**config.mk**
```make
export PLATFORM = sky130hd
export DESIGN_NAME = speaker_channel_remix
export DESIGN_NICKNAME = d
export VERILOG_FILES = /design/src/rtl/core/scr_pkg.sv /design/src/rtl/core/scr_dec.sv /design/src/rtl/core/scr_lane.sv /design/src/rtl/core/scr_out.sv /design/src/rtl/core/speaker_channel_remix.sv
export SDC_FILE = /design/constraint.sdc
export NUM_CORES = 2
export LEC_CHECK = 0
export ABC_AREA = 1
export ABC_CLOCK_PERIOD_IN_PS = 20300
export BUFFER_PORTS_ARGS = -buffer_cell sky130_fd_sc_hd__buf_2
export CORE_ASPECT_RATIO = 2
export CORE_MARGIN = 4
export CORE_UTILIZATION = 45
export DETAILED_ROUTE_END_ITERATION = 10
export GPL_TIMING_DRIVEN = 0
export PLACE_DENSITY = 0.69
export SYNTH_ARGS = -nofsm -noshare
export SYNTH_HDL_FRONTEND = slang
export SYNTH_SLANG_ARGS = --single-unit
```
**constraint.sdc**
```tcl
create_clock -name clk -period 20.3 [get_ports clk]
set_input_delay 2.03 -clock clk [delete_from_list [all_inputs] [get_ports clk]]
set_output_delay 2.03 -clock clk [all_outputs]
set_load 0.02 [all_outputs]
```
**src/rtl/core/scr_pkg.sv**
```systemverilog
// Shared types and constants for the speaker channel remix block.
// No dependencies; used by every module under rtl/core.
package scr_pkg;

  localparam int NCH      = 6;
  localparam int SAMPLE_W = 16;
  localparam int FRAC     = 15;              // Q1.15 samples and gains
  localparam int CNT_W    = 3;               // channel count register width
  localparam int IDX_W    = 2;               // config index width
  localparam int RSUM_W   = SAMPLE_W + 3;    // sum of up to six samples
  localparam int GAIN_W   = 16;
  localparam int SUM_W    = SAMPLE_W + FRAC + 5;
  localparam int Q_W      = SUM_W - FRAC;

  localparam logic signed [GAIN_W-1:0] RSQ_GAIN = GAIN_W'(23170);   // 0.7071 in Q15
  localparam logic signed [SUM_W-1:0]  RND_HALF = SUM_W'(1) <<< (FRAC - 1);

  localparam logic [CNT_W-1:0] CNT_RESET = CNT_W'(2);

  localparam logic [IDX_W-1:0] REG_SRC_COUNT = IDX_W'(0);
  localparam logic [IDX_W-1:0] REG_DST_COUNT = IDX_W'(1);

  localparam int IN_W  = 2 * NCH * SAMPLE_W;
  localparam int OUT_W = NCH * SAMPLE_W;

  typedef enum logic [2:0] {
    G_NONE,
    G_ONE,
    G_HALF,
    G_QTR,
    G_RSQ
  } gain_t;

  typedef gain_t [NCH-1:0]     gain_row_t;   // one gain per source channel
  typedef gain_row_t [NCH-1:0] gain_mat_t;   // one row per destination lane

  typedef logic signed [SAMPLE_W-1:0] sample_t;
  typedef sample_t [NCH-1:0]          frame_t;

endpackage

```
**src/rtl/core/scr_dec.sv**
```systemverilog
// Gain matrix decoder: maps source/target channel counts to per-lane gains.
// Depends on scr_pkg.
module scr_dec (
  input  logic [scr_pkg::CNT_W-1:0] src_count,
  input  logic [scr_pkg::CNT_W-1:0] dst_count,
  output scr_pkg::gain_mat_t        gains
);

  logic [scr_pkg::CNT_W-1:0] n_disc;

  assign n_disc = (src_count < dst_count) ? src_count : dst_count;

  always_comb begin
    for (int d = 0; d < scr_pkg::NCH; d++) begin
      for (int s = 0; s < scr_pkg::NCH; s++) begin
        gains[d][s] = scr_pkg::G_NONE;
      end
    end
    case ({src_count, dst_count})
      {3'd1, 3'd2}, {3'd1, 3'd4}: begin
        gains[0][0] = scr_pkg::G_ONE;
        gains[1][0] = scr_pkg::G_ONE;
      end
      {3'd1, 3'd6}: begin
        gains[2][0] = scr_pkg::G_ONE;
      end
      {3'd2, 3'd1}: begin
        gains[0][0] = scr_pkg::G_HALF;
        gains[0][1] = scr_pkg::G_HALF;
      end
      {3'd2, 3'd4}, {3'd2, 3'd6}: begin
        gains[0][0] = scr_pkg::G_ONE;
        gains[1][1] = scr_pkg::G_ONE;
      end
      {3'd4, 3'd1}: begin
        for (int s = 0; s < 4; s++) begin
          gains[0][s] = scr_pkg::G_QTR;
        end
      end
      {3'd4, 3'd2}: begin
        gains[0][0] = scr_pkg::G_HALF;
        gains[0][2] = scr_pkg::G_HALF;
        gains[1][1] = scr_pkg::G_HALF;
        gains[1][3] = scr_pkg::G_HALF;
      end
      {3'd4, 3'd6}: begin
        gains[0][0] = scr_pkg::G_ONE;
        gains[1][1] = scr_pkg::G_ONE;
        gains[4][2] = scr_pkg::G_ONE;
        gains[5][3] = scr_pkg::G_ONE;
      end
      {3'd6, 3'd1}: begin
        gains[0][0] = scr_pkg::G_RSQ;
        gains[0][1] = scr_pkg::G_RSQ;
        gains[0][2] = scr_pkg::G_ONE;
        gains[0][4] = scr_pkg::G_HALF;
        gains[0][5] = scr_pkg::G_HALF;
      end
      {3'd6, 3'd2}: begin
        gains[0][0] = scr_pkg::G_ONE;
        gains[0][2] = scr_pkg::G_RSQ;
        gains[0][4] = scr_pkg::G_RSQ;
        gains[1][1] = scr_pkg::G_ONE;
        gains[1][2] = scr_pkg::G_RSQ;
        gains[1][5] = scr_pkg::G_RSQ;
      end
      {3'd6, 3'd4}: begin
        gains[0][0] = scr_pkg::G_ONE;
        gains[0][2] = scr_pkg::G_RSQ;
        gains[1][1] = scr_pkg::G_ONE;
        gains[1][2] = scr_pkg::G_RSQ;
        gains[2][4] = scr_pkg::G_ONE;
        gains[3][5] = scr_pkg::G_ONE;
      end
      default: begin
        // discrete: channel c into channel c below the smaller count
        for (int c = 0; c < scr_pkg::NCH; c++) begin
          if (c < int'(n_disc)) gains[c][c] = scr_pkg::G_ONE;
        end
      end
    endcase
  end

endmodule

```
**src/rtl/core/scr_lane.sv**
```systemverilog
// One destination-channel lane: gather stage, then 0.7071 multiply,
// round and saturate. Depends on scr_pkg.
module scr_lane (
  input  logic               clk,
  input  logic               load,        // request accepted into stage 1
  input  scr_pkg::frame_t    src,
  input  scr_pkg::sample_t   acc,
  input  scr_pkg::gain_row_t gains,
  output scr_pkg::sample_t   mix
);

  localparam int EXT_W = scr_pkg::SUM_W - scr_pkg::SAMPLE_W;

  logic signed [scr_pkg::SUM_W-1:0]  plain_nxt, plain_r;
  logic signed [scr_pkg::RSUM_W-1:0] rsum_nxt, rsum_r;
  logic signed [scr_pkg::SUM_W-1:0]  ext;
  logic signed [scr_pkg::RSUM_W+scr_pkg::GAIN_W-1:0] prod;
  logic signed [scr_pkg::SUM_W-1:0]  total;
  logic signed [scr_pkg::Q_W-1:0]    q;

  localparam logic signed [scr_pkg::Q_W-1:0] Q_MAX =
    scr_pkg::Q_W'((1 << (scr_pkg::SAMPLE_W - 1)) - 1);
  localparam logic signed [scr_pkg::Q_W-1:0] Q_MIN = -Q_MAX - scr_pkg::Q_W'(1);

  // stage 1: unity / half / quarter terms as shifts, 0.7071 terms pre-summed
  always_comb begin
    ext       = '0;
    plain_nxt = {{EXT_W{acc[scr_pkg::SAMPLE_W-1]}}, acc} <<< scr_pkg::FRAC;
    rsum_nxt  = '0;
    for (int s = 0; s < scr_pkg::NCH; s++) begin
      ext = {{EXT_W{src[s][scr_pkg::SAMPLE_W-1]}}, src[s]};
      case (gains[s])
        scr_pkg::G_ONE:  plain_nxt = plain_nxt + (ext <<< scr_pkg::FRAC);
        scr_pkg::G_HALF: plain_nxt = plain_nxt + (ext <<< (scr_pkg::FRAC - 1));
        scr_pkg::G_QTR:  plain_nxt = plain_nxt + (ext <<< (scr_pkg::FRAC - 2));
        scr_pkg::G_RSQ:  rsum_nxt  = rsum_nxt + ext[scr_pkg::RSUM_W-1:0];
        default:         plain_nxt = plain_nxt;
      endcase
    end
  end

  always_ff @(posedge clk) begin
    if (load) begin
      plain_r <= plain_nxt;
      rsum_r  <= rsum_nxt;
    end
  end

  // stage 2: one constant multiply, add, round half up, saturate
  always_comb begin
    prod  = rsum_r * scr_pkg::RSQ_GAIN;
    total = plain_r + scr_pkg::SUM_W'(prod) + scr_pkg::RND_HALF;
    q     = total[scr_pkg::SUM_W-1:scr_pkg::FRAC];
    if (q > Q_MAX)      mix = Q_MAX[scr_pkg::SAMPLE_W-1:0];
    else if (q < Q_MIN) mix = Q_MIN[scr_pkg::SAMPLE_W-1:0];
    else                mix = q[scr_pkg::SAMPLE_W-1:0];
  end

endmodule

```
**src/rtl/core/scr_out.sv**
```systemverilog
// Output stage: merges the six lane results into one registered frame.
// Depends on scr_pkg.
module scr_out (
  input  logic                       clk,
  input  logic                       load,
  input  scr_pkg::frame_t            mix,
  output logic [scr_pkg::OUT_W-1:0]  tdata
);

  logic [scr_pkg::OUT_W-1:0] data_r, data_nxt;

  always_comb begin
    for (int c = 0; c < scr_pkg::NCH; c++) begin
      data_nxt[c*scr_pkg::SAMPLE_W +: scr_pkg::SAMPLE_W] = mix[c];
    end
  end

  always_ff @(posedge clk) begin
    if (load) data_r <= data_nxt;
  end

  assign tdata = data_r;

endmodule

```
**src/rtl/core/speaker_channel_remix.sv**
```systemverilog
// Speaker channel remix: up/down mixes one six-channel frame per request.
// Depends on scr_pkg, scr_dec, scr_lane and scr_out.
//
// Usage
//   in_*  : one frame per request. tdata holds src_0..src_5 then
//           acc_in_0..acc_in_5, 16-bit signed Q1.15 each, lowest first.
//   out_* : one mixed frame per request, mix_0..mix_5, lowest first.
//   cfg_* : register writes, always ready. Index 0 is the source channel
//           count, index 1 the target count; other indexes are dropped.
//           Write only while the block is empty.
// Timing
//   A frame passes from input acceptance to out_tvalid through a gather
//   stage in each of the six lanes, then the 0.7071 multiply, rounding and
//   saturation feeding the output register. Throughput is one frame per
//   cycle when not stalled; the one multiplier per lane sets the stage split.
// Reset
//   rst_n (synchronous, active low) empties both stages and sets both
//   channel counts to 2 (stereo to stereo, discrete copy).
// Back-pressure
//   With out_tready low the output frame holds; the gather stage still
//   takes one more frame, then in_tready drops until the output drains.
module speaker_channel_remix (
  input  logic                              clk,
  input  logic                              rst_n,
  // src_0..src_5, acc_in_0..acc_in_5 (16 bits each, from bit 0 up)
  input  logic [scr_pkg::IN_W-1:0]          in_tdata,
  input  logic                              in_tvalid,
  output logic                              in_tready,
  // mix_0..mix_5 (16 bits each, from bit 0 up)
  output logic [scr_pkg::OUT_W-1:0]         out_tdata,
  output logic                              out_tvalid,
  input  logic                              out_tready,
  input  logic                              cfg_valid,
  output logic                              cfg_ready,
  input  logic [scr_pkg::IDX_W-1:0]         cfg_index,
  input  logic [scr_pkg::CNT_W-1:0]         cfg_data
);

  logic [scr_pkg::CNT_W-1:0] src_count_r, src_count_nxt;
  logic [scr_pkg::CNT_W-1:0] dst_count_r, dst_count_nxt;
  logic                      s1_valid_r, s1_valid_nxt;
  logic                      out_valid_r, out_valid_nxt;
  logic                      in_fire, out_adv, out_load;

  scr_pkg::gain_mat_t gains;
  scr_pkg::frame_t    src, acc, mix;

  assign cfg_ready = 1'b1;

  // config registers
  always_comb begin
    src_count_nxt = src_count_r;
    dst_count_nxt = dst_count_r;
    if (cfg_valid) begin
      case (cfg_index)
        scr_pkg::REG_SRC_COUNT: src_count_nxt = cfg_data;
        scr_pkg::REG_DST_COUNT: dst_count_nxt = cfg_data;
        default:                src_count_nxt = src_count_r;
      endcase
    end
  end

  // unpack request
  always_comb begin
    for (int c = 0; c < scr_pkg::NCH; c++) begin
      src[c] = in_tdata[c*scr_pkg::SAMPLE_W +: scr_pkg::SAMPLE_W];
      acc[c] = in_tdata[(scr_pkg::NCH + c)*scr_pkg::SAMPLE_W +: scr_pkg::SAMPLE_W];
    end
  end

  // two-stage flow control: output register frees the gather stage
  assign out_adv   = !out_valid_r || out_tready;
  assign in_tready = !s1_valid_r || out_adv;
  assign in_fire   = in_tvalid && in_tready;
  assign out_load  = s1_valid_r && out_adv;

  always_comb begin
    s1_valid_nxt  = in_fire ? 1'b1 : (out_adv ? 1'b0 : s1_valid_r);
    out_valid_nxt = out_adv ? s1_valid_r : out_valid_r;
  end

  always_ff @(posedge clk) begin
    if (!rst_n) begin
      src_count_r <= scr_pkg::CNT_RESET;
      dst_count_r <= scr_pkg::CNT_RESET;
      s1_valid_r  <= 1'b0;
      out_valid_r <= 1'b0;
    end else begin
      src_count_r <= src_count_nxt;
      dst_count_r <= dst_count_nxt;
      s1_valid_r  <= s1_valid_nxt;
      out_valid_r <= out_valid_nxt;
    end
  end

  scr_dec u_dec (
    .src_count (src_count_r),
    .dst_count (dst_count_r),
    .gains     (gains)
  );

  // one lane per destination channel
  for (genvar d = 0; d < scr_pkg::NCH; d++) begin : g_lane
    scr_lane u_lane (
      .clk   (clk),
      .load  (in_fire),
      .src   (src),
      .acc   (acc[d]),
      .gains (gains[d]),
      .mix   (mix[d])
    );
  end

  scr_out u_out (
    .clk   (clk),
    .load  (out_load),
    .mix   (mix),
    .tdata (out_tdata)
  );

  assign out_tvalid = out_valid_r;

endmodule

```
==> qor.yml <==
powerDensity_nw_per_um2: 149.7
synth-main-ff-cell: "edfxtp_1"
skew_ns: 0.05696
clk_pin_slew_ns: 0.07
endpoint_kind: "flip-flop"
cts_resized: 0
drc: 0
grt_usage: 0.3122
grt.overflow.total: 0
grt_max_degree: 103
synth_top_area_frac: 0.2196
reg2reg_slack_ns: 6.32
crit_buf_inv: 10
tns_ns: 0
port-buffer-count: 299
nNetsFinal: 7832
first_global_vias: 44850
area_delta_synth_final_pct: 9.224
power_leakage_nw: 25.55
cp-start-kind: "flip-flop"
synth_nets: 7501
grt_first_pass_wirelength_um: 253500
synthArstFlopShare: 0
via_per_inst: 5.664
clock_sinks: 272
cts_tree: "done"
hpwl_um: 146100
syn_avg_cell_area_um2: 7.210
cts_made_buffers: 26
path_depth: 67
synthTopCellsByArea: "ha_1, edfxtp_1, nand2_1"
critPathMaxStageDelay_ns: 0.68
firstDrtPassIters: 6
preCtsSetupSlack_ns: 6.979
initial_core_util: 0.4520
synth-seq-cells: 272
startpoint: "src_count_r[2]"
relSlewSlack: 0.1691
fin_crit_ns: 13.98
cpMostUsedCell: "nand2_1"
postCtsHoldBufs: 0
rows: 165
totalWireLength_um: 171600
cp_top_family: "simple AND/OR/NAND/NOR gates"
worstReg2RegEnd: "g_lane[0].u_lane.plain_r[35]"
die_w_um: 233.2
crit_path_top_delay_cell: "clkbuf_1"
cts_buffer_depth: 3
rsz0062_at_grt: "false"
path_class: "flip-flop to flip-flop"
vdd_drop_max_mv: 0.1835
r2r-start: "src_count_r[2]"
drtIter0Drc: 2818
worstMarginPinSlew_ns: 1.246
final_cell_mix: "nand2_1, inv_1, ha_1, a21oi_1, o21ai_0"
gp_congestion: 1.073
drt.antenna.violating_nets: 0
h-tree-depth: 1
ys_seq_area_frac: 0.1772
crit_end: "g_lane[0].u_lane.plain_r[35]"
clock_latency_ns: 0.62
fin_hold_ws_ns: 0.5334
setup_slack_ns: 6.319
layout.cells.most_common: "nand2_1"
hold_violations: 0
io_pins: 301
wl_per_cell_um: 21.38
holdCritPathClass: "flip-flop to flip-flop"
synth_edf_count: 264
cts_setup_buffers: 0
fmax_ghz: 0.07153
period_share: 0.6887
cp.arrival_ns: 14.25
fp.dieH_um: 458.4
yosys.cell_types.count: 72
antenna_found_initial: 26
clockRootBuffer: "clkbuf_16"
dieArea_um2: 106900
worstPathRequired_ns: 20.57
status: "completed"
synth.yosys.warnings: 0
reg2regPathDepth: 67
synth_top_area_cell: "ha_1"
netlist_area_um2: 45630
num_vias: 45470
synth_cells: 6329
cp_max_fo: 10
finalCoreUtilization: 0.4937
setup_viol: 0
drive_above_1_share: 0.07096
final_max_slew_viol_count: 0
coreArea_um2: 101000
cap_viol_max_count: 0
worst min-delay path by stage:
stage	from	cells after the start	endpoint	slack (ns)
4_1_cts	dst_count_r[0]	2	dst_count_r[0]	0.53
6_report	dst_count_r[0]	2	dst_count_r[0]	0.53
3_3_place_gp	s1_valid_r	2	out_tvalid	0.46
3_5_place_dp	dst_count_r[0]	2	dst_count_r[0]	0.52
5_1_grt	dst_count_r[0]	2	dst_count_r[0]	0.55
2_1_floorplan	s1_valid_r	2	out_tvalid	0.45
worst register-to-register path: cells and delay by family, from the launching register on:
family | cells | cell delay, ns
AND/OR/NAND/NOR | 33 | 4.86
AO/OA/AOI/OAI | 16 | 3.14
buffers and inverters | 10 | 2.57
adder cells (fa/ha/maj) | 6 | 2.23
flip-flops | 1 | 0.49
XOR/XNOR | 2 | 0.38
logic make-up (layout without fill, tap and decap cells):
| family | count (synthesis) | count (layout) | share of synthesized area |
|---|---|---|---|
| adder cells (fa/ha/maj) | 970 | 970 | 0.2938 |
| AND/OR/NAND/NOR | 2314 | 2314 | 0.2111 |
| XOR/XNOR | 285 | 285 | 0.05486 |
| flip-flops | 272 | 272 | 0.1772 |
| AO/OA/AOI/OAI | 1480 | 1480 | 0.1791 |
| buffers and inverters | 1006 | 1357 | 0.08374 |
| other | 2 | 13 | 0.0001646 |
cell usage after synthesis (71+ instances only):
library cell	number
ha_1	801
inv_1	876
nand2_1	1433
fa_1	169
nand3_1	265
nor3_1	71
o21ai_0	512
clkbuf_1	82
a21oi_1	615
xnor2_1	112
edfxtp_1	264
nor2_1	368
xor2_1	172
power by group:
part | switching (mW) | internal, mW
Combinational | 3.80 | 2.30
Sequential | 0.0422 | 0.801
Clock | 0.228 | 0.291
Total | 4.07 | 3.39
flip-flops by register name, summed over array words and instances, names as in the netlist:
| signal | cells |
|---|---|
| g_lane.u_lane.plain_r | 130 |
| out_tvalid | 1 |
| src_count_r | 3 |
| u_out.tdata | 96 |
| dst_count_r | 3 |
| s1_valid_r | 1 |
| g_lane.u_lane.rsum_r | 38 |
layout make-up:
type / count / area (um^2)
Tap cell: 1336 / 1672
Buffer: 111 / 459.2
Timing Repair Buffer: 303 / 1584
Antenna cell: 11 / 27.53
Clock inverter: 19 / 242.7
Fill cell: 10230 / 51110
Multi-Input combinational cell: 5051 / 33740
Clock buffer: 29 / 661.9
Inverter: 895 / 3367
Sequential cell: 272 / 8088
per-layer routing:
| metal | GRT usage | part of all wire | wire, um |
|---|---|---|---|
| met1 | 0.3156 | 0.34 | 58080 |
| met4 | 0.2865 | 0.12 | 20350 |
| met2 | 0.5396 | 0.47 | 81390 |
| met3 | 0.05197 | 0.067 | 11560 |
| met5 | 0 | 0.0014 | 233 |
stage by stage:
stage	cells	total power, mW	instance area (um^2)
after CTS	8016	7.458	49810
after floorplan	6329	5.492	45630
after detailed placement	7968	6.889	48910
final	8027	7.462	49840
after global placement	7964	6.824	48800
after global routing	8018	8.321	49820
(Power assumes the default switching activity.)
